===== config.mk =====
export PLATFORM = sky130hd
export DESIGN_NAME = ibp_ram
export DESIGN_NICKNAME = d
export VERILOG_FILES = /design/src/rtl/ibp_ram.sv
export SDC_FILE = /design/constraint.sdc
export NUM_CORES = 2
export LEC_CHECK = 0
export BUFFER_PORTS_ARGS = -buffer_cell sky130_fd_sc_hd__buf_2
export CORE_MARGIN = 3
export CORE_UTILIZATION = 50
export DETAILED_ROUTE_END_ITERATION = 8
export PLACE_DENSITY = 0.7
export SLEW_MARGIN = 20
export SYNTH_ARGS = -nofsm -noshare
export SYNTH_HDL_FRONTEND = slang
export SYNTH_SLANG_ARGS = --single-unit

===== constraint.sdc =====
create_clock -name clk -period 5 [get_ports clk]
set_input_delay 1 -clock clk [delete_from_list [all_inputs] [get_ports clk]]
set_output_delay 1 -clock clk [all_outputs]
set_load 0.01 [all_outputs]

===== src/rtl/ibp_ram.sv =====
module ibp_ram #(
	parameter int WIDTH = 16,
	parameter int DEPTH = 256
) (
	input  logic                     clk,
	input  logic                     we,
	input  logic [$clog2(DEPTH)-1:0] addr,
	input  logic [WIDTH-1:0]         wdata,
	output logic [WIDTH-1:0]         rdata
);

	logic [WIDTH-1:0] mem_q [DEPTH];

	always_ff @(posedge clk) begin
		if (we) begin
			mem_q[addr] <= wdata;
		end
		rdata <= mem_q[addr];
	end

endmodule


After elaboration in Yosys (flattened, before gate mapping)
Memories as Yosys holds them, arrays and structs flattened. A register that Yosys moved wholly into a read port is not among the register bits.
Cells that the tools add are included.
{"block": "totals", "register_bits": 0, "mem_bits_rw": 4096, "in_bits": 26, "output_inout_bits": 16, "wordCells": 3, "n_memories": 1}
{"name": "mem_q", "words": 256, "word_bits": 16, "rd": 1, "rd_clocked_by_memory_dff": 1, "wr": 1, "line": "12", "rtl": "logic [WIDTH-1:0] mem_q [DEPTH];"}
{"block": "classes", "muxes": 2}
{"op": "$mux 1", "n": 2}

Logic depth before layout (Yosys ltp)
{"block": "logic_depth", "ltp_word": 2, "depth_mapped": 10, "depth_no_buf": 5}

Worst setup path before layout
Ideal clock, no wire load.
{"block": "synth_path", "kind": "input to register", "start": "input port addr[0]", "end": "memory mem_q[145][0], enable pin", "setup_ps": 409, "arrival_ps": 3289, "required_time_ps": 4591, "slack_ps": 1302, "cell_stages": 7, "n_path_buf": 5, "path_cell_list": "clkbuf_1 buf_6 clkbuf_1 buf_2 nand2b_1 clkbuf_1 nor3_1"}
{"element": "start: declaration", "line": "7", "rtl": "input logic [$clog2(DEPTH)-1:0] addr,"}
{"element": "end: declaration", "line": "12"}
No word-level cell before the write port.

==> run metrics <==
DIE AREA between 300000 and 400000 µm²; Routed met2 length just under 200 mm; area grow syn2layout 14.8%; clk sink count approximately 4000; drt initial violations about 12000; layout cells sized above 1 0.304; IO Pins 42; worst path bufs/invs 3; net count after synthesis between 6000 and 7000; Worst-Margin Slew about 1200 ps; WL/cell around 34 µm; nets about 7400; critical path's top delay family compound AO/OA/AOI/OAI gates; cell count after synthesis 6727; Detail Route met3 WL 40.4 mm; Netlist cell types 22; worst clock skew 92.9 ps; Post-CTS Resized 0; Critical Path End Type flop; Routed Antenna Nets 0; CTS root buffer clkbuf_16; Area after DPL about 160000 µm²; clk buf depth 4; Most common cell on crit path buf_12; slowest stage delay, CP ~950 ps; sequential fraction of design power 0.529; first-pass GRT wire length roughly 570 mm; pwr/cell area 403 nW/µm²; # DRC 0; GRT Overall Usage 0.251; gpl congestion 0.860; Yosys warnings 0; number of synthesized register bits 4112; Finished Cell Area approximately 180000 µm²; Max Cap Viol 0; Netlist Area Pre-Place around 160000 µm²; endpoints failing hold 0; crit-path max FO 34; run status finished clean; cells along the critical path buf_12, buf_12, buf_12, mux4_2, a22oi_1, a21oi_1, o41ai_1, nand4_1; Initial Util 0.503; LEAKAGE approximately 0.055 µW; Filler cells 21400; Critical Path RT between 5000 and 6000 ps; Pint 56700 µW; Die X around 560 µm; largest net degree at the start of global routing between 100 and 150; Highest Signal Layer met5; DRT Pass-1 Iters 8; commonest cells after routing, fill and taps aside edfxtp_1 (4096), mux4_2 (1024), buf_4 (521); Psw around 15000 µW; H-tree levels 5; antenna violations before repair 21; Worst Setup Path Type input port to flop; input/output buffers roughly 40; global route total overflow 0; Rel. slew slack 0.191; CTS tree done; Worst Setup Start Kind input port; vias in the first global route roughly 76000; row count a little over 200; Avg Inst Size Synth ~23 µm²; worst hold margin approximately 510 ps; CTS Buf Count ~400; Worst-Skew Late Latency 990 ps; Tcrit/Tclk final 0.693; hold_buf cts 0; Die Ht between 500 and 600 µm; Clk pin slew, worst setup/hold paths ~60 ps; CP max-delay cell o41ai_1; final WL between 300 and 400 mm; Clock power frac 0.425; DP HPWL 233 mm; share of the yosys chip area belonging to registers 0.794; Final Critical Period 3460 ps; commonest non-fill, non-tap cell in the layout edfxtp_1; RSZ-0062 raised after global routing false; Setup-failing EPs final 0; VDD IR-drop max about 0.0003 V; fmax between 200 and 300 MHz; met1 WL 147 mm; WP data arrival around 4300 ps; vias per cell about 6.5; Hold WC Path Type input port to flop; vias 76500; Switching Fraction 0.212; core region area 309000 µm²; Comb power frac 0.046; post-CTS setup buffers 0; Slew Limit Fails 0
## sequential cells by signal (all words and copies together) (netlist names)
name,flops
mem_q,4096
rdata,16
## power groups by stage
stage | logic (µW) | clock network (µW) | registers (µW)
4_1_cts | 3370 | 30900 | 38100
6_report | 3340 | 30500 | 38100
5_1_grt | 3510 | 32200 | 38100
2_1_floorplan | 1630 | 0 | 38800
3_3_place_gp | 3280 | 0 | 38800
3_5_place_dp | 3350 | 0 | 38800
## per-layer routing
metal,GRT usage,up-vias
li1,-,30300
met1,0.350,40800
met2,0.401,4723
met3,0.0477,687
met4,0.0885,4
met5,0,-
## worst reg2reg max path, cell delays in order (launching register included)
cell,delay (ps)
edfxtp_1,360
mux4_2,470
a22oi_1,440
a21oi_1,250
o41ai_1,960
buf_4,250
nand4_1,80
## cell type report
cell class / count / area (µm²) / area share
Sequential cell: 4112 / 123000 / 0.691
Multi-Input combinational cell: 2194 / 30600 / 0.172
Clock buffer: 485 / 10500 / 0.0587
Timing Repair Buffer: 641 / 5840 / 0.0327
Tap cell: 4120 / 5150 / 0.0289
Clock inverter: 252 / 2960 / 0.0166
Antenna cell: 22 / 55.1 / 0.000309
Inverter: 1 / 3.75 / 0.0000210
## metrics by stage
stage	util	setup WS [ps]	total power (µW)	instances	TNS (ps)
2_1_floorplan	-	1300	40400	6727	0
5_1_grt	0.577	1410	73800	11800	0
6_report	0.577	1540	72000	11800	0
4_1_cts	0.577	1320	72300	11800	0
3_3_place_gp	0.533	-665	42100	11100	-1540
3_5_place_dp	0.534	328	42200	11100	0
## path summary, 6_finish.rpt
kind	from	endpoint	slack, ps	cells past startpoint
max reg2reg	mem_q[251][2]	rdata[2]	2150	6
max	addr[0]	rdata[7]	1540	8
min reg2reg	mem_q[111][13]	rdata[13]	960	5
min	wdata[8]	mem_q[84][8]	510	1
## kinds of logic after synthesis
group                  Yosys count  synth area share
AO/OA/AOI/OAI                  832            0.0366
buffers and inverters          421            0.0124
flip-flops                    4112             0.794
multiplexers                  1024             0.148
AND/OR/NAND/NOR                338           0.00907
## synth_stat cells
| library cell | count | share of area |
|---|---|---|
| nand2b_1 | 6 | 0.00024 |
| dfxtp_1 | 16 | 0.0021 |
| buf_4 | 16 | 0.00077 |
| a21oi_1 | 256 | 0.0082 |
| and2_1 | 3 | 0.00012 |
| a22oi_1 | 512 | 0.025 |
| buf_1 | 54 | 0.0013 |
| mux4_2 | 1024 | 0.15 |
| o41ai_1 | 64 | 0.0036 |
| nand2_1 | 28 | 0.00068 |
| nor2_1 | 232 | 0.0056 |
| or3_1 | 1 | 0.000040 |
| edfxtp_1 | 4096 | 0.79 |
| nand4_1 | 16 | 0.00064 |
| nand3_1 | 13 | 0.00042 |
| inv_1 | 1 | 0.000024 |
| buf_6 | 25 | 0.0018 |
| nor3_1 | 30 | 0.00097 |
| clkbuf_1 | 249 | 0.0060 |
| nor2b_1 | 7 | 0.00028 |
| buf_2 | 76 | 0.0024 |
| or2_2 | 2 | 0.000081 |
(Power assumes the default switching activity.)
