File: config.mk
export PLATFORM = sky130hd
export DESIGN_NAME = ibp_regs
export DESIGN_NICKNAME = d
export VERILOG_FILES = /design/src/rtl/ibp_pkg.sv /design/src/rtl/ibp_regs.sv
export SDC_FILE = /design/constraint.sdc
export NUM_CORES = 1
export LEC_CHECK = 0
export BUFFER_PORTS_ARGS = -buffer_cell sky130_fd_sc_hd__buf_2
export CORE_MARGIN = 2
export CORE_UTILIZATION = 51
export DETAILED_ROUTE_END_ITERATION = 10
export GPL_TIMING_DRIVEN = 0
export HOLD_SLACK_MARGIN = 0.08
export PLACE_DENSITY = 0.86
export SLEW_MARGIN = 25
export SYNTH_ARGS = -nofsm -noshare
export SYNTH_HDL_FRONTEND = slang
export SYNTH_SLANG_ARGS = --single-unit
File: constraint.sdc
create_clock -name clk -period 2.7 [get_ports clk]
set_input_delay 0.135 -clock clk [delete_from_list [all_inputs] [get_ports clk]]
set_output_delay 0.135 -clock clk [all_outputs]
set_load 0.05 [all_outputs]
File: src/rtl/ibp_pkg.sv
package ibp_pkg;

	// Frame store geometry and pixel width
	localparam int MAX_WIDTH   = 256;
	localparam int MAX_HEIGHT  = 256;
	localparam int MAX_BORDER  = 64;
	localparam int PIXEL_BITS  = 16;

	localparam int COL_BITS    = (MAX_WIDTH > 1) ? $clog2(MAX_WIDTH) : 1;
	localparam int ROW_BITS    = (MAX_HEIGHT > 1) ? $clog2(MAX_HEIGHT) : 1;
	localparam int STORE_DEPTH = MAX_WIDTH * MAX_HEIGHT;
	localparam int ADDR_BITS   = (STORE_DEPTH > 1) ? $clog2(STORE_DEPTH) : 1;

	// Field and register widths
	localparam int COORD_BITS  = 9;
	localparam int SIZE_BITS   = 9;
	localparam int BORDER_BITS = 7;
	localparam int MODE_BITS   = 2;
	localparam int FILL_BITS   = 16;
	// signed source-relative coordinate: coordinate minus border, plus mirror headroom
	localparam int S_BITS      = COORD_BITS + 2;

	// Configuration port
	localparam int PADDR_BITS  = 5;
	localparam int PDATA_BITS  = 32;
	localparam int REG_IDX_BITS = PADDR_BITS - 2;

	localparam logic [REG_IDX_BITS-1:0] REG_IMAGE_WIDTH  = 3'd0;
	localparam logic [REG_IDX_BITS-1:0] REG_IMAGE_HEIGHT = 3'd1;
	localparam logic [REG_IDX_BITS-1:0] REG_BORDER_X     = 3'd2;
	localparam logic [REG_IDX_BITS-1:0] REG_BORDER_Y     = 3'd3;
	localparam logic [REG_IDX_BITS-1:0] REG_BORDER_MODE  = 3'd4;
	localparam logic [REG_IDX_BITS-1:0] REG_FILL_VALUE   = 3'd5;

	localparam logic [MODE_BITS-1:0] MODE_FILL      = 2'd0;
	localparam logic [MODE_BITS-1:0] MODE_REPLICATE = 2'd1;
	localparam logic [MODE_BITS-1:0] MODE_MIRROR    = 2'd2;

	localparam logic OP_STORE = 1'b0;
	localparam logic OP_READ  = 1'b1;

	// Effective configuration, sizes and borders already saturated
	typedef struct packed {
		logic [SIZE_BITS-1:0]   width;
		logic [SIZE_BITS-1:0]   height;
		logic [BORDER_BITS-1:0] bx;
		logic [BORDER_BITS-1:0] by;
		logic [MODE_BITS-1:0]   mode;
		logic [PIXEL_BITS-1:0]  fill;
	} cfg_t;

	// Result of the coordinate map for one transaction
	typedef struct packed {
		logic [ADDR_BITS-1:0] addr;
		logic                 wr_en;
		logic                 bord;
		logic                 use_fill;
	} map_t;

endpackage

File: src/rtl/ibp_regs.sv
module ibp_regs import ibp_pkg::*; (
	input  logic                  clk,
	input  logic                  arst_n,
	input  logic                  psel,
	input  logic                  penable,
	input  logic                  pwrite,
	input  logic [PADDR_BITS-1:0] paddr,
	input  logic [PDATA_BITS-1:0] pwdata,
	output logic [PDATA_BITS-1:0] prdata,
	output logic                  pready,
	output cfg_t                  cfg
);

	logic [SIZE_BITS-1:0]   width_q;
	logic [SIZE_BITS-1:0]   height_q;
	logic [BORDER_BITS-1:0] bx_q;
	logic [BORDER_BITS-1:0] by_q;
	logic [MODE_BITS-1:0]   mode_q;
	logic [FILL_BITS-1:0]   fill_q;
	logic [REG_IDX_BITS-1:0] idx;
	logic                   wr;

	assign idx    = paddr[PADDR_BITS-1:2];
	assign pready = 1'b1;
	assign wr     = psel & penable & pwrite;

	always_ff @(posedge clk or negedge arst_n) begin
		if (!arst_n) begin
			width_q  <= SIZE_BITS'(MAX_WIDTH);
			height_q <= SIZE_BITS'(MAX_HEIGHT);
			bx_q     <= '0;
			by_q     <= '0;
			mode_q   <= MODE_FILL;
			fill_q   <= '0;
		end else if (wr) begin
			unique case (idx)
				REG_IMAGE_WIDTH:  width_q  <= pwdata[SIZE_BITS-1:0];
				REG_IMAGE_HEIGHT: height_q <= pwdata[SIZE_BITS-1:0];
				REG_BORDER_X:     bx_q     <= pwdata[BORDER_BITS-1:0];
				REG_BORDER_Y:     by_q     <= pwdata[BORDER_BITS-1:0];
				REG_BORDER_MODE:  mode_q   <= pwdata[MODE_BITS-1:0];
				REG_FILL_VALUE:   fill_q   <= pwdata[FILL_BITS-1:0];
				default: ;
			endcase
		end
	end

	always_comb begin
		unique case (idx)
			REG_IMAGE_WIDTH:  prdata = PDATA_BITS'(width_q);
			REG_IMAGE_HEIGHT: prdata = PDATA_BITS'(height_q);
			REG_BORDER_X:     prdata = PDATA_BITS'(bx_q);
			REG_BORDER_Y:     prdata = PDATA_BITS'(by_q);
			REG_BORDER_MODE:  prdata = PDATA_BITS'(mode_q);
			REG_FILL_VALUE:   prdata = PDATA_BITS'(fill_q);
			default:          prdata = '0;
		endcase
	end

	// Saturate sizes to 1..max and borders to the maximum
	always_comb begin
		if (width_q == '0) begin
			cfg.width = SIZE_BITS'(1);
		end else if (width_q > SIZE_BITS'(MAX_WIDTH)) begin
			cfg.width = SIZE_BITS'(MAX_WIDTH);
		end else begin
			cfg.width = width_q;
		end
		if (height_q == '0) begin
			cfg.height = SIZE_BITS'(1);
		end else if (height_q > SIZE_BITS'(MAX_HEIGHT)) begin
			cfg.height = SIZE_BITS'(MAX_HEIGHT);
		end else begin
			cfg.height = height_q;
		end
		cfg.bx   = (bx_q > BORDER_BITS'(MAX_BORDER)) ? BORDER_BITS'(MAX_BORDER) : bx_q;
		cfg.by   = (by_q > BORDER_BITS'(MAX_BORDER)) ? BORDER_BITS'(MAX_BORDER) : by_q;
		cfg.mode = mode_q;
		cfg.fill = PIXEL_BITS'(fill_q);
	end

endmodule

-- Word level (Yosys, flattened, before mapping)
Cells that the tools add are included.
Widths: inputs -> output; s select.
- bitwise gates (word level): 2
- multipliers: 0
- shift-type cells: 0
- $add $sub $neg: 0
- magnitude comparators: 4
- reductions and logical operators: 9
- equal/unequal tests: 5
- divide/modulo/power cells: 0
- muxes and demuxes: 7
- operator list (operator ; count):
    $pmux 16 s6 ; 1
    $mux 9 ; 4
    $gt 9x9->1 const B ; 2
    $logic_not 9->1 ; 2
    $gt 7x7->1 const B ; 2
    $mux 7 ; 2
    $reduce_and 2->1 ; 6
    $eq 3x2->1 const B ; 2
    $eq 3x3->1 const B ; 2
    $eq 3x1->1 const B ; 1
    $logic_not 3->1 ; 1
    $and 1x1->1 ; 2
- register bits after elaboration: 50
- output and inout port bits: 83
- logic and storage cells: 33
- latch bits: 0
- bits in writable memories: 0
- bits in read-only memories: 0
- bits of input ports: 42
- memories: 0

-- Longest topological paths before layout
- word-level depth: 3
- depth in mapped cells: 5
- mapped depth without buffers: 3

-- Least setup slack after synthesis
No wires, ideal clock.
- path type: flip-flop to output port
- from: reg mode_q[0]
- to: out prdata[0]
- data arrival time: 2.019 ns
- cell stages (with the launch flop): 4
- setup slack: 0.546 ns
- data required time: 2.565 ns
- path buffers: 0
- cell sequence: dfrtp_1 mux2i_1 o21a_1 o21ai_0
- longest elaborated chain between the ends: 1
- ends and longest elaborated chain (element ; line ; RTL):
    start, declared ; ibp_regs.sv:18 ; logic [MODE_BITS-1:0] mode_q;
    start signal, assigned ; ibp_regs.sv:41 ; REG_BORDER_MODE: mode_q <= pwdata[MODE_BITS-1:0];
    $pmux 16 s6 ; ibp_regs.sv:49 ; unique case (idx)
    end, declared ; ibp_regs.sv:9 ; output logic [PDATA_BITS-1:0] prdata,
Every way passes these cells.

-- Final worst setup path
- from: reg height_q[8]
- to: out prdata[8]
- longest elaborated chain between the ends: 1
- ends and longest elaborated chain (element ; line ; RTL):
    start, declared ; ibp_regs.sv:15 ; logic [SIZE_BITS-1:0] height_q;
    start signal, assigned ; ibp_regs.sv:30 ; height_q <= SIZE_BITS'(MAX_HEIGHT);
    start signal, assigned ; ibp_regs.sv:38 ; REG_IMAGE_HEIGHT: height_q <= pwdata[SIZE_BITS-1:0];
    $pmux 16 s6 ; ibp_regs.sv:49 ;
Every way passes these cells.

==> summary.txt <==
Status
  – Status: finished clean

Critical path
  – CP Max Fanout: 10
  – WP data required: 2.57 ns
  – Crit path cell chain: clkbuf_1 > mux2_2 > a22oi_1 > nor2_1 > buf_2
  – Startpoint types: flip-flop
  – Crit path capture type: output pin
  – CP max stage delay: ~0.54 ns
  – CP Buf/Inv Count: 2
  – CP max-delay cell: dfstp_2
  – CP Class: reg2out
  – CP arrival: 1.90 ns
  – Delay-heaviest family, CP: buffers and inverters

Pwr
  – Pint: 1.497 mW
  – Psw: between 1 and 1.5 mW
  – Sequential power share: between 30% and 40%
  – Cell Pwr Density: 794.7 nW/um^2
  – Clock network power share: 17.0%
  – Combinational power share: about 46%
  – Total chip power: 2.814 mW
  – Worst VDD drop: 0.0006595 V
  – Sw frac: a little under half
  – Pleak: 1.875 nW

Clock tree
  – Root Driver: clkbuf_8
  – Htree depth: 2
  – Num CTS Buffers: 5
  – CTS tree: done
  – CTS clk-pin slew, worst paths: roughly 0.10 ns
  – Bufs on Longest Clock Path: 2
  – Setup bufs post-CTS: 0
  – Clk sinks: 50
  – Later-pin clock latency in the skew report: around 0.31 ns

Cells and area
  – Area grow syn2layout: 28.34%
  – Share of cells above drive strength 1: 50.85%
  – Final net count: 395
  – Final cell count without fillers: 424
  – Final antenna diode count: 0

GRT
  – Global-route usage over all layers: 23.33%
  – Largest net degree at the start of global routing: 51
  – Initial antenna violation count: 0
  – First-pass GRT wire length: between 10000 and 15000 um
  – Vias in the first global route: between 2000 and 2500
  – GRT overflow: 0

STA
  – Setup TNS Final: 0 ns
  – Peak Freq: roughly 0.49 GHz
  – Least-Margin Pin Slew: 0.6814 ns
  – Hold Vio Cnt, Final: 0
  – Period Utilization, post-route: between 70% and 80%
  – Final worst setup slack: ~0.67 ns
  – Layout Skew: 0 ns
  – Slew Limit Fails: 0
  – Finish-stage setup viols: 0
  – Final min period: 2.032 ns
  – Slew headroom: between 50% and 60%
  – RSZ-0062 raised after global routing: false

Yosys
  – Warnings, synthesis: 0
  – Post-synthesis cell count: 234
  – Synth cell types: 31
  – Synth area leader: dfrtp_1
  – Synth top area share: 43.54%
  – Cell Area, Synth: roughly 2800 sq um
  – Flops & latches, synth: 50
  – Synth top area cells: dfrtp_1, mux2_2, nor2b_1
  – Avg Cell Area, Syn: 11.79 sq um
  – Sequential element share of the synthesized area: 45.44%

Placed design
  – Buffers on Ports: 87
  – Pre-CTS WS: 0.9499 ns
  – Post-DP HPWL: 4924 um
  – Cells after DPL: 406
  – GP Congestion: 0.8396

Die
  – Core Area: 5172 sq um
  – Row count: 26
  – Number of I/O pins: 125
  – DIE WIDTH: 77.55 um
  – Starting Density: 53.34%
  – Die Ht: 77.55 um
  – Die area: about 6000 sq um

Run
  – Max-cap violation count: 0

Detailed routing
  – DR vias: 2166
  – DRC Markers: 0
  – Via-to-Cell Ratio: roughly 5
  – Drt pass-1 iters: 4
  – Initial DRC count: 94
  – Antenna-violating nets left: 0
  – Routed WL per cell: between 15 and 20 um
  – Routed WL: 6890 um

Min path
  – Worst Hold Class: in2reg
[metal layers]
layer  part of all wire [%]  GRT usage, %  vias to the layer above
met5                      0             0                        -
met4                    2.1         6.964                        0
met3                    5.8         5.698                       13
met2                     48         38.00                       83
met1                     44         30.97                     1039
li1                       -             -                     1031
[power by group through the flow]
stage	registers, mW	clock network (mW)	logic (mW)
after CTS	1.03	0.481	1.30
after floorplan	1.19	0	0.842
final	1.04	0.477	1.30
after global routing	1.06	0.516	1.36
after detailed placement	1.05	0	1.29
after global placement	1.03	0	1.27
[worst register-to-register path: cells and delay by family, from the launching register on]
family	cells	cell delay, ns
buffers and inverters	1	0.32
muxes	1	0.24
DFF	1	0.54
[sequential cells by signal (all words and copies together), names as in the netlist]
| signal | count |
|---|---|
| bx_q | 7 |
| by_q | 7 |
| fill_q | 16 |
| height_q | 9 |
| mode_q | 2 |
| width_q | 9 |
[what timing repair did]
item                                   CTS  global route
resized for setup                        0             0
endpoints found under the hold margin   55             2
hold buffers                             8             2
[metrics by stage]
stage	hold slack (ns)	utilization [%]	cell area (sq um)
floorplan	-0.1606	-	2815
global placement	0.3669	64.54	3338
detailed placement	0.1976	64.59	3341
CTS	0.08468	68.07	3521
global route	0.1107	68.46	3541
finish	0.1214	68.46	3541
[path summary, 6_finish.rpt]
kind                             start     endpoint  slack (ns)  depth (start not counted)
max                        height_q[8]    prdata[8]        0.67                          5
min                          pwdata[4]      bx_q[4]        0.12                          2
max reg2reg                height_q[8]  height_q[8]        1.56                          2
min reg2reg                 fill_q[13]   fill_q[13]        0.53                          1
max in group asynchronous       arst_n      by_q[0]        1.88                          2
min in group asynchronous       arst_n   width_q[7]        0.38                          2
[logic make-up (layout without fill, tap and decap cells)]
logic type / after synthesis / after routing / synth area share [%]
AND/OR/NAND/NOR: 60 / 60 / 13.79
AO/OA/AOI/OAI: 24 / 24 / 5.487
buffers and inverters: 33 / 138 / 7.664
multiplexers: 65 / 65 / 27.35
other: 2 / 17 / 0.2722
flip-flops: 50 / 50 / 45.44
[layout by cell type, fill, tap and decap left out, drive strengths merged, types with 2 or more instances in the layout]
| cell | count |
|---|---|
| a21oi | 9 |
| mux2i | 9 |
| nor3b | 4 |
| dfrtp | 48 |
| dlygate4sd3 | 10 |
| o22ai | 3 |
| a22oi | 2 |
| conb | 17 |
| clkinv | 2 |
| o21a | 3 |
| a211o | 3 |
| and3 | 8 |
| or3 | 2 |
| nor3 | 2 |
| nor4 | 2 |
| nor2 | 9 |
| buf | 109 |
| mux2 | 56 |
| clkbuf | 17 |
| nand3 | 2 |
| dfstp | 2 |
| o21ai | 3 |
| nor2b | 27 |
[synth_stat cells]
cell      number
nor3b_2        1
conb_1         2
clkbuf_1      11
a211o_1        3
mux2_2        47
mux2_4         9
dfrtp_1       48
and3_1         8
dfstp_2        2
nand2b_1       1
nand2_1        1
nand4b_4       1
nor2_1         6
a221oi_1       1
nor2_2         3
o22ai_1        3
buf_4         19
mux2i_1        9
nand4_1        1
o21a_1         3
a22oi_1        2
nand3_1        2
a21oi_1        9
or3_1          2
o21ai_0        3
nor3_1         2
buf_6          2
nor4_1         2
nor2b_1       27
nor3b_1        3
buf_2          1
[final cells by class]
class	instances	area [sq um]
flip-flops and latches	50	1254
plain buffers	33	211.5
repair buffers	97	538.0
clock inverters	2	17.52
well taps	70	87.58
clock buffers	6	82.58
fillers	390	1632
multi-input cells	166	1350
Note: power is estimated with default switching activity, not from simulation.
