`src/rtl/ibp_pkg.sv`:
```
package ibp_pkg;

	// Frame store geometry and pixel width
	localparam int MAX_WIDTH   = 256;
	localparam int MAX_HEIGHT  = 256;
	localparam int MAX_BORDER  = 64;
	localparam int PIXEL_BITS  = 16;

	localparam int COL_BITS    = (MAX_WIDTH > 1) ? $clog2(MAX_WIDTH) : 1;
	localparam int ROW_BITS    = (MAX_HEIGHT > 1) ? $clog2(MAX_HEIGHT) : 1;
	localparam int STORE_DEPTH = MAX_WIDTH * MAX_HEIGHT;
	localparam int ADDR_BITS   = (STORE_DEPTH > 1) ? $clog2(STORE_DEPTH) : 1;

	// Field and register widths
	localparam int COORD_BITS  = 9;
	localparam int SIZE_BITS   = 9;
	localparam int BORDER_BITS = 7;
	localparam int MODE_BITS   = 2;
	localparam int FILL_BITS   = 16;
	// signed source-relative coordinate: coordinate minus border, plus mirror headroom
	localparam int S_BITS      = COORD_BITS + 2;

	// Configuration port
	localparam int PADDR_BITS  = 5;
	localparam int PDATA_BITS  = 32;
	localparam int REG_IDX_BITS = PADDR_BITS - 2;

	localparam logic [REG_IDX_BITS-1:0] REG_IMAGE_WIDTH  = 3'd0;
	localparam logic [REG_IDX_BITS-1:0] REG_IMAGE_HEIGHT = 3'd1;
	localparam logic [REG_IDX_BITS-1:0] REG_BORDER_X     = 3'd2;
	localparam logic [REG_IDX_BITS-1:0] REG_BORDER_Y     = 3'd3;
	localparam logic [REG_IDX_BITS-1:0] REG_BORDER_MODE  = 3'd4;
	localparam logic [REG_IDX_BITS-1:0] REG_FILL_VALUE   = 3'd5;

	localparam logic [MODE_BITS-1:0] MODE_FILL      = 2'd0;
	localparam logic [MODE_BITS-1:0] MODE_REPLICATE = 2'd1;
	localparam logic [MODE_BITS-1:0] MODE_MIRROR    = 2'd2;

	localparam logic OP_STORE = 1'b0;
	localparam logic OP_READ  = 1'b1;

	// Effective configuration, sizes and borders already saturated
	typedef struct packed {
		logic [SIZE_BITS-1:0]   width;
		logic [SIZE_BITS-1:0]   height;
		logic [BORDER_BITS-1:0] bx;
		logic [BORDER_BITS-1:0] by;
		logic [MODE_BITS-1:0]   mode;
		logic [PIXEL_BITS-1:0]  fill;
	} cfg_t;

	// Result of the coordinate map for one transaction
	typedef struct packed {
		logic [ADDR_BITS-1:0] addr;
		logic                 wr_en;
		logic                 bord;
		logic                 use_fill;
	} map_t;

endpackage

```
`src/rtl/ibp_map.sv`:
```
module ibp_map import ibp_pkg::*; (
	input  cfg_t                  cfg,
	input  logic                  operation,
	input  logic [COORD_BITS-1:0] column,
	input  logic [COORD_BITS-1:0] row,
	output map_t                  map
);

	// Mirror (when mirror is set), then clamp an out-of-range coordinate onto an axis of length n
	function automatic logic [S_BITS-1:0] map_axis(
		input logic signed [S_BITS-1:0] s,
		input logic [SIZE_BITS-1:0]     n,
		input logic                     mirror
	);
		logic signed [S_BITS-1:0] ns;
		logic signed [S_BITS-1:0] t;
		ns = signed'({{(S_BITS-SIZE_BITS){1'b0}}, n});
		t  = s;
		if (mirror) begin
			if (t[S_BITS-1]) begin
				t = ~t;
			end else if (t >= ns) begin
				t = ns + ns + ~t;
			end
		end
		if (t[S_BITS-1]) begin
			t = '0;
		end else if (t >= ns) begin
			t = ns - signed'(S_BITS'(1));
		end
		return unsigned'(t);
	endfunction

	logic signed [S_BITS-1:0] sx;
	logic signed [S_BITS-1:0] sy;
	logic signed [S_BITS-1:0] w_s;
	logic signed [S_BITS-1:0] h_s;
	logic [S_BITS-1:0]        mx_full;
	logic [S_BITS-1:0]        my_full;
	logic                     mirror;
	logic                     replicate;
	logic                     bord;
	logic                     in_image;
	logic [ADDR_BITS-1:0]     wr_addr;
	logic [ADDR_BITS-1:0]     rd_addr;

	assign w_s = signed'({{(S_BITS-SIZE_BITS){1'b0}}, cfg.width});
	assign h_s = signed'({{(S_BITS-SIZE_BITS){1'b0}}, cfg.height});
	assign sx  = signed'({{(S_BITS-COORD_BITS){1'b0}}, column})
	           - signed'({{(S_BITS-BORDER_BITS){1'b0}}, cfg.bx});
	assign sy  = signed'({{(S_BITS-COORD_BITS){1'b0}}, row})
	           - signed'({{(S_BITS-BORDER_BITS){1'b0}}, cfg.by});

	assign mirror    = (cfg.mode == MODE_MIRROR);
	assign replicate = (cfg.mode == MODE_REPLICATE);
	assign bord      = sx[S_BITS-1] | (sx >= w_s) | sy[S_BITS-1] | (sy >= h_s);

	assign mx_full = map_axis(sx, cfg.width, mirror);
	assign my_full = map_axis(sy, cfg.height, mirror);

	assign in_image = (column < cfg.width) & (row < cfg.height);

	assign wr_addr = ADDR_BITS'(row[ROW_BITS-1:0]) * ADDR_BITS'(MAX_WIDTH)
	               + ADDR_BITS'(column[COL_BITS-1:0]);
	assign rd_addr = ADDR_BITS'(my_full[ROW_BITS-1:0]) * ADDR_BITS'(MAX_WIDTH)
	               + ADDR_BITS'(mx_full[COL_BITS-1:0]);

	always_comb begin
		map.addr     = (operation == OP_STORE) ? wr_addr : rd_addr;
		map.wr_en    = (operation == OP_STORE) & in_image;
		map.bord     = bord;
		map.use_fill = bord & ~(mirror | replicate);
	end

endmodule

```
`config.mk`:
```
export PLATFORM = sky130hd
export DESIGN_NAME = ibp_map
export DESIGN_NICKNAME = d
export VERILOG_FILES = /design/src/rtl/ibp_pkg.sv /design/src/rtl/ibp_map.sv
export SDC_FILE = /design/constraint.sdc
export NUM_CORES = 1
export LEC_CHECK = 0
export ABC_AREA = 0
export BUFFER_PORTS_ARGS = -buffer_cell sky130_fd_sc_hd__clkbuf_2
export CORE_ASPECT_RATIO = 1.2
export CORE_MARGIN = 8
export CORE_UTILIZATION = 45
export DETAILED_ROUTE_END_ITERATION = 10
export PLACE_DENSITY = 0.69
export SLEW_MARGIN = 10
export SYNTH_ARGS = -nofsm -noshare
export SYNTH_HDL_FRONTEND = slang
export SYNTH_SLANG_ARGS = --single-unit
```
`constraint.sdc`:
```
create_clock -name vclk -period 13
set_input_delay 3.25 -clock vclk [all_inputs]
set_output_delay 3.25 -clock vclk [all_outputs]
set_load 0.02 [all_outputs]
```
======== Word-level counts from Yosys, hierarchy flattened ========
Index checks and enable logic that the tools add are counted.
operators by class
  bitwise logic cells ..................... 11
  order comparisons ....................... 6
  add/sub/neg operators ................... 10
  multiplexer cells ....................... 11
  equality and inequality tests ........... 2
operators by type and width
  cell                                                                count
  11-bit two-way mux                                                  6
  16-bit by 8-bit adder with 16-bit output                            2
  8-bit two-way mux                                                   4
  11-bit adder                                                        2
  11-bit by 10-bit >= comparator with 1-bit output                    2
  10-bit NOT with 11-bit output                                       2
  9-bit by 9-bit adder with 10-bit output                             2
  10-bit >= comparator                                                2
  9-bit by 7-bit subtractor with 10-bit output                        2
  9-bit < comparator                                                  2
  16-bit two-way mux                                                  1
  8-bit by 1-bit subtractor with 8-bit output, second input constant  2
  1-bit bitwise OR                                                    4
  1-bit AND                                                           3
  2-bit by 1-bit == test with 1-bit output, second input constant     1
  2-bit == test, second input constant                                1
  1-bit NOT                                                           2
word-level totals
  bits of input ports ..................... 69
  flip-flop bits (word level) ............. 0
  output and inout bits ................... 19

======== Depth between registers and ports, before layout ========
Gate-level depths: netlist of the first run.
  word-level depth ........................ 11
  depth in mapped cells ................... 27
  depth with buffers taken out ............ 27

======== Least setup slack after synthesis of the first run ========
Ideal clock, no wire load.
  path kind ............................... input port to output port
  start point ............................. input port row[0]
  end point ............................... output port map[11] (netlist name)
  arrival ................................. 8183 ps
  path slack .............................. 1567 ps
  stages on the path ...................... 27
  required time ........................... 9750 ps
  path buffers ............................ 0
  cell sequence ........................... inv_1 -> ha_1 -> fa_1 -> nor2b_1 -> o21ai_1 -> a21boi_0 -> nor3_1 -> o211ai_1 -> xor2_1 -> inv_1 -> ha_1 -> o211ai_1 -> nor2_1 -> a221oi_2 -> a21oi_2 -> o211a_1 -> a31oi_1 -> a21boi_1 -> ha_1 -> nand3_1 -> nand2_1 -> a41oi_1 -> a21oi_1 -> o21ai_0 -> nand3_4 -> mux2_2 -> o22ai_1
RTL lines
  item                RTL line      RTL
  start: declaration  ibp_map.sv:5  input logic [COORD_BITS-1:0] row,
  end: declaration    ibp_map.sv:6  output map_t map

==> reports/summary.txt, run 1 <==
gpl congestion: 0.892
vias per cell: 5.96
Hold Path End: map[11]
Layout area overhead: 12.4%
final setup vio count: 0
sum of negative setup slack: 0 ns
Slew HR: 48.5%
Hold Path Class: in2out
GRT Residual Overflow: 0
Placement Setup Slack: 0.800 ns
Post-synth top cells: ha_1, inv_1, a21oi_1
Post-Syn Nets: 653
largest net degree at the start of global routing: 30
IO Pins: 88
WS Path Type: in2out
total core area: 8060 sq um
Post-DRT Antenna Nets: 0
Resize count post-CTS: 0
die area: 11400 sq um
DR iter-0 viols: 104
hold path depth: 4
row count: 36
synth warn: 0
setup ws final: 0.742 ns
DRC errors left: 0
CP Data Required Time: 9.75 ns
peak supply drop: 0.0474 mV
crit path max fanout: 9
PwrDens: 77.8 nW/um^2
Post-Syn Area per Cell: 7.50 sq um
Clock buffer cells: 0
mapped cell area: 3700 sq um
crit-path most repeated cell: ha_1
Seq. cell area: 0 sq um
crit path capture type: primary output
final hold violations: 0
FFs & Latches: 0
Routed WL: 10800 um
status: completed
Yosys top cell area share: 29.4%
CP max stage cell: fa_1
top-count cell post-synth: ha_1
Post-CTS Hold Buffers: 0
ranking of synthesized cells by area: ha_1, inv_1, xnor2_1
Yosys top cell by area: ha_1
die height: 115 um
Slew @ Worst Pin: 0.770 ns
postcts setup bufs: 0
Net count, final: 722
first-pass GRT wire length: 18400 um
leakage: 2.18 nW
Initial DRT Pass Iterations: 4
highest clock rate: 0.0816 GHz
max_cap viols: 0
DR vias: 3905
Worst setup SP type: input port
# diodes: 0
Seq/Total Area, Yosys: 0%
RSZ-0062 raised after global routing: no
crit path time final: 12.26 ns
CP Data Arrival Time: 9.01 ns
initial core utilization: 45.9%
Port Buf Inserts: 72
initial antenna violation count: 0
vias in the first global route: 4033
die width: 98.8 um
Cell variety after synth: 69
layout cells sized above 1: 17.7%
routed len/inst: 16.5 um
gr usage total: 19.1%
dpl hpwl: 9420 um
fin. max-slew vios: 0
Post-Syn Instances: 493
slowest stage delay, CP: 0.41 ns
hold path startpoint: row[0]
fin crit share: 94.3%
final cells by class:
| cell class | count | area, sq um |
|---|---|---|
| timing repair buffer | 74 | 375 |
| inverter | 79 | 302 |
| fill | 826 | 3900 |
| multi-input combinational | 407 | 3360 |
| tap | 95 | 119 |
worst max-delay path: cells and delay by family:
family | cells | cell delay, ns
multiplexers | 1 | 0.32
adder cells (fa/ha/maj) | 4 | 1.24
AND/OR/NAND/NOR | 6 | 0.66
buffers and inverters | 5 | 0.61
AO/OA/AOI/OAI | 13 | 2.57
XOR/XNOR | 1 | 0.32
logic make-up after synthesis:
| kind of cell | after synthesis | synth area share [%] |
|---|---|---|
| compound gates | 164 | 32.3 |
| simple gates | 104 | 14.9 |
| fa+ha+maj | 91 | 31.6 |
| buf+inv | 86 | 9.10 |
| xor+xnor | 34 | 8.25 |
| mux | 14 | 3.86 |
metrics by stage:
step | instances | hold WS (ns) | utilization (%) | power, mW | area (sq um)
after floorplan | 493 | 6.68 | - | 0.241 | 3700
after global placement | 655 | 6.87 | 51.6 | 0.310 | 4160
after detailed placement | 655 | 6.88 | 51.6 | 0.321 | 4160
after CTS | 655 | 6.88 | 51.6 | 0.323 | 4160
after global routing | 655 | 6.91 | 51.6 | 0.363 | 4160
final | 655 | 6.88 | 51.6 | 0.323 | 4160
report_power, final:
part | total, mW | internal [mW] | switching (mW)
sequential | 0 | 0 | 0
combinational | 0.323 | 0.135 | 0.188
clock | 0 | 0 | 0
worst max path at each step:
stage,start,to,slack [ns],cells after the start
2_1_floorplan,row[0],map[11],1.57,27
3_3_place_gp,row[0],map[11],0.90,30
3_5_place_dp,row[0],map[11],0.80,30
4_1_cts,row[0],map[11],0.77,30
5_1_grt,row[0],map[11],0.17,30
6_report,row[0],map[11],0.74,30
layer usage:
layer,global-route usage [%],vias to the layer above,wire length [um]
met5,0,-,0
met1,20.4,1794,4350
met2,37.7,128,5670
met4,6.36,0,328
met3,1.88,26,469
li1,-,1957,-
cells in the final DEF (no fill, tap or decap), types with 9 or more instances in the layout:
master / count
ha_1: 87
inv_1: 77
clkbuf_2: 72
a21oi_1: 29
o21ai_0: 26
nor2_1: 26
xnor2_1: 19
o22ai_1: 19
nand2_1: 18
nand3_1: 16
a21o_1: 15
xor2_1: 14
mux2i_1: 12
nor3_1: 10
o211ai_1: 9
Power figures use the tool's default switching activity.
==> inputs of run 2 (changes only) <==
--- a/config.mk
+++ b/config.mk
@@ -11,6 +11,7 @@
 export CORE_MARGIN = 8
 export CORE_UTILIZATION = 45
 export DETAILED_ROUTE_END_ITERATION = 10
+export GPL_TIMING_DRIVEN = 0
 export PLACE_DENSITY = 0.69
 export SLEW_MARGIN = 10
 export SYNTH_ARGS = -nofsm -noshare
==> constraint.sdc (replaced) <==
create_clock -name vclk -period 13
set_input_delay 0 -clock vclk [all_inputs]
set_output_delay 0 -clock vclk [all_outputs]
set_load 0.02 [all_outputs]
==> run 2 against run 1 <==
Against the previous run:
- non-clock buffer count is 4 higher
- final area is 0.36% higher
- worst hold slack worse by 6.5 ns
- global-route usage is 0.14 points higher
- die area stayed put
- wire length is 0.80% lower
- utilization is 0.19 points higher
- worst setup slack better by 6.2 ns
- final cell count is 0.61% higher
- first-iteration DRC count is 14% higher
- combinational power hardly changed
- sequential share of layout area stayed put
- largest cell class unchanged
==> reports/summary.txt, run 2 (synthesized netlist as in run 1, its figures left out) <==
status: completed
final setup vio count: 0 (unchanged)
CP max stage cell: a221oi_2
commonest non-fill, non-tap cell in the layout: ha_1
row count: 36 (unchanged)
Post-Layout Cell Count: 659 (+0.61%)
WS Path Type: in2out
Slew @ Worst Pin: 0.690 ns (-0.0791 ns)
total core area: 8060 sq um (unchanged)
met2 Track Usage GR: 37.5% (-0.18 points)
die width: 98.8 um (unchanged)
most frequent cells in the layout: ha_1, inv_1, clkbuf_2, a21oi_1
Routed WL: 10700 um (-0.80%)
multi-input logic area: 3360 sq um (unchanged)
Post-CTS Hold Buffers: 0 (unchanged)
PwrDens: 77.5 nW/um^2 (-0.38%)
final hold violations: 0 (unchanged)
highest clock rate: 0.166 GHz (+100%)
slowest stage delay, CP: 0.59 ns (+0.18 ns)
Resize count post-CTS: 0 (unchanged)
RSZ-0062 raised after global routing: no
max_cap viols: 0 (unchanged)
leakage: 2.19 nW (+0.24%)
Net count, final: 726 (+0.55%)
CP Data Arrival Time: 6.04 ns (-2.97 ns)
Initial DRT Pass Iterations: 4 (unchanged)
gpl congestion: 0.885 (-0.82%)
Worst setup SP type: input port
routed len/inst: 16.3 um (-1.4%)
crit path time final: 6.04 ns (-6.22 ns)
sum of negative setup slack: 0 ns (unchanged)
fin crit share: 46.5% (-48 points)
fin. max-slew vios: 0 (unchanged)
first-pass GRT wire length: 18600 um (+0.60%)
DP Cell Count: 659 (+0.61%)
met1 usage: 21.0% (+0.58 points)
GRT Residual Overflow: 0 (unchanged)
FFs & Latches: 0 (unchanged)
CP Data Required Time: 13.00 ns (+3.25 ns)
vias per cell: 5.94 (-0.35%)
peak supply drop: 0.0399 mV (-16%)
DRC errors left: 0 (unchanged)
Port Buf Inserts: 71 (-1.4%)
initial antenna violation count: 0 (unchanged)
largest net degree at the start of global routing: 11 (-63%)
# diodes: 0 (unchanged)
die area: 11400 sq um (unchanged)
Post-DRT Antenna Nets: 0 (unchanged)
DR vias: 3915 (+0.26%)
die height: 115 um (unchanged)
Clock buffer cells: 0 (unchanged)
gr usage total: 19.2% (+0.14 points)
hold path depth: 4 (unchanged)
Layout fillers: 802 (-2.9%)
vias in the first global route: 4103 (+1.7%)
dpl hpwl: 9430 um (+0.16%)
DR iter-0 viols: 119 (+14%)
postcts setup bufs: 0 (unchanged)
Hold Path Class: in2out
initial core utilization: 45.9% (unchanged)
final total power: 0.323 mW (about the same)
crit path capture type: primary output
layout cells sized above 1: 17.6% (-0.13 points)
crit-path most repeated cell: ha_1
Layout area overhead: 12.8%
Seq. cell area: 0 sq um (unchanged)
Slew HR: 54.0% (+5.5 points)
IO Pins: 88 (unchanged)
met3 Usage GRT: 1.70% (-0.18 points)
crit path max fanout: 9 (unchanged)
grt peak-use layer: met2
-- run 2: changes by cell type in the layout (fill, tap and decap cells not counted) --
| cell | before | now |
|---|---|---|
| clkbuf_1 | 0 | 4 |
| buf_2 | 0 | 1 |
| clkbuf_2 | 72 | 71 |
-- run 2: through the flow --
step | hold WS [ns] | cell area [sq um] | worst slack [ns] | util (%)
after CTS | 0.379 | 4170 | 6.98 | 51.8
after global placement | 0.374 | 4170 | 7.07 | 51.8
final | 0.375 | 4170 | 6.96 | 51.8
after detailed placement | 0.378 | 4170 | 7.00 | 51.8
after floorplan | 0.184 | 3700 | 8.07 | -
after global routing | 0.405 | 4170 | 6.40 | 51.8
-- run 2: worst max-delay path: cells and delay by family --
| family | cells | cell delay [ns] |
|---|---|---|
| AO/OA/AOI/OAI | 13 | 3.04 |
| XOR/XNOR | 1 | 0.34 |
| adder cells (fa/ha/maj) | 4 | 1.24 |
| buffers and inverters | 4 | 0.40 |
| multiplexers | 1 | 0.32 |
| AND/OR/NAND/NOR | 6 | 0.67 |
-- run 2: worst paths after layout --
| kind | start | end | slack [ns] |
|---|---|---|---|
| worst max-delay path | row[0] | map[11] | 6.96 |
| worst min-delay path | row[4] | map[15] | 0.38 |
-- run 2: layout make-up --
cell class / instances / area share (%)
plain buffers: 7 / 0.839
multi-input cells: 407 / 80.6
well taps: 95 / 2.85
inverters: 79 / 7.22
repair buffers: 71 / 8.51
-- run 2: where the power goes --
part	internal [mW]	switching (mW)	total (mW)
sequential	0	0	0
clock	0	0	0
combinational	0.135	0.188	0.323
total	0.135	0.188	0.323
-- run 2: per-layer routing --
metal  wire, um  up-vias
li1           -     1970
met1       4400     1805
met2       5560      112
met3        402       28
met4        367        0
met5          0        -
==> inputs of run 3 (changes only) <==
==> constraint.sdc (replaced) <==
create_clock -name vclk -period 5.8
set_input_delay 0 -clock vclk [all_inputs]
set_output_delay 0 -clock vclk [all_outputs]
set_load 0.02 [all_outputs]
==> run 3 against run 2 <==
Against the previous run:
- count of clock-buffer cells in the layout is the same
- first-iteration DRC count grew 18%
- power grew 130%
==> reports/summary.txt, run 3 (synthesized netlist as in run 1, its figures left out) <==
status: completed
DR iter-0 viols: 141 (+18%)
gr usage total: 19.3% (+0.076 points)
total core area: 8060 sq um (unchanged)
sum of negative setup slack: 0 ns (unchanged)
Post-CTS Hold Buffers: 0 (unchanged)
CP max stage cell: fa_1
final setup vio count: 0 (unchanged)
highest clock rate: 0.188 GHz
routed len/inst: 16.3 um (+0.38%)
crit path time final: 5.33 ns
fin crit share: 91.9%
initial core utilization: 45.9% (unchanged)
leakage: 2.20 nW (+0.62%)
die width: 98.8 um (unchanged)
Hold Path End: map[15]
FFs & Latches: 0 (unchanged)
crit path capture type: primary output
commonest non-fill, non-tap cell in the layout: ha_1
CP Data Required Time: 5.80 ns (-7.20 ns)
PwrDens: 175 nW/um^2 (+130%)
hold path depth: 4 (unchanged)
largest net degree at the start of global routing: 11 (unchanged)
Clock buffer cells: 0 (unchanged)
first-pass GRT wire length: 18600 um (+0.26%)
dpl hpwl: 9430 um (unchanged)
layout cells sized above 1: 18.4% (+0.82 points)
fin. max-slew vios: 0 (unchanged)
DRC errors left: 0 (unchanged)
Initial DRT Pass Iterations: 4 (unchanged)
Port Buf Inserts: 71 (unchanged)
Slew HR: 54.4% (+0.41 points)
vias in the first global route: 4109 (+0.15%)
initial antenna violation count: 0 (unchanged)
RSZ-0062 raised after global routing: no
WS Path Type: in2out
final hold violations: 0 (unchanged)
worst hold slack: 0.376 ns (+0.000751 ns)
max_cap viols: 0 (unchanged)
die height: 115 um (unchanged)
final total power: 0.740 mW (+130%)
Layout area overhead: 14.0%
Seq. cell area: 0 sq um (unchanged)
Slew @ Worst Pin: 0.681 ns (-0.00916 ns)
most frequent cells in the layout: ha_1, inv_1, clkbuf_2, a21oi_1, nor2_1
Worst setup SP type: input port
gpl congestion: 0.885 (unchanged)
CP Data Arrival Time: 5.33 ns (-0.71 ns)
# diodes: 0 (unchanged)
slowest stage delay, CP: 0.41 ns (-0.18 ns)
die area: 11400 sq um (unchanged)
hold path startpoint: row[4]
vias per cell: 5.93 (about the same)
GRT Residual Overflow: 0 (unchanged)
Net count, final: 728 (+0.28%)
Hold Path Class: in2out
DR vias: 3923 (+0.20%)
IO Pins: 88 (unchanged)
crit path max fanout: 8 (-1)
setup ws final: 0.468 ns (-6.49 ns)
Placement Setup Slack: -0.203 ns (-7.20 ns)
crit-path most repeated cell: ha_1
peak supply drop: 0.0901 mV (+130%)
Routed WL: 10800 um (+0.69%)
Post-DRT Antenna Nets: 0 (unchanged)
row count: 36 (unchanged)
## run 3: cell count changes in the layout (fill, tap and decap cells not counted), sizes merged
cell,delta
buf,+2
## run 3: routing by layer
metal	vias up	global-route usage [%]	wire length, um
met5	-	0	0
met4	0	6.56	347
met3	26	1.70	400
met2	103	37.8	5650
met1	1822	21.0	4410
li1	1972	-	-
## run 3: how the worst max path moves through the flow
stage | endpoint | slack [ns] | startpoint
2_1_floorplan | map[11] | 0.87 | row[0]
3_3_place_gp | map[11] | -0.13 | row[0]
3_5_place_dp | map[11] | -0.20 | row[0]
4_1_cts | map[11] | 0.02 | row[0]
5_1_grt | map[11] | 0.02 | row[0]
6_report | map[11] | 0.47 | row[0]
## run 3: worst max-delay path: cells and delay by family
kind,cells,cell delay [ns]
adder cells (fa/ha/maj),4,1.22
AO/OA/AOI/OAI,12,2.31
AND/OR/NAND/NOR,6,0.58
buffers and inverters,5,0.58
multiplexers,1,0.35
XOR/XNOR,1,0.26
## run 3: repair_timing
| action | 4_1_cts | 5_1_grt |
|---|---|---|
| pin swaps | 0 | 1 |
| setup buffers | 0 | 2 |
| hold endpoints to repair | 0 | 0 |
| endpoints found under the setup margin | 8 | 8 |
| cloned | 0 | 0 |
| resized for setup | 2 | 4 |
## run 3: metrics by stage
| step | area [sq um] | utilization (%) | std cells |
|---|---|---|---|
| detailed placement | 4170 | 51.8 | 659 |
| finish | 4220 | 52.3 | 661 |
| global placement | 4170 | 51.8 | 659 |
| floorplan | 3700 | - | 493 |
| CTS | 4190 | 51.9 | 659 |
| global route | 4220 | 52.3 | 661 |
## run 3: layout make-up
type,instances,area (sq um)
buffer,7,35.0
fill,801,3840
tap,95,119
timing repair buffer,73,370
multi-input combinational,407,3390
inverter,79,302
## run 3: power by group
part / leakage, nW / total (mW) / internal (mW) / switching [mW]
Clock: 0 / 0 / 0 / 0
Combinational: 2.20 / 0.740 / 0.312 / 0.428
Sequential: 0 / 0 / 0 / 0
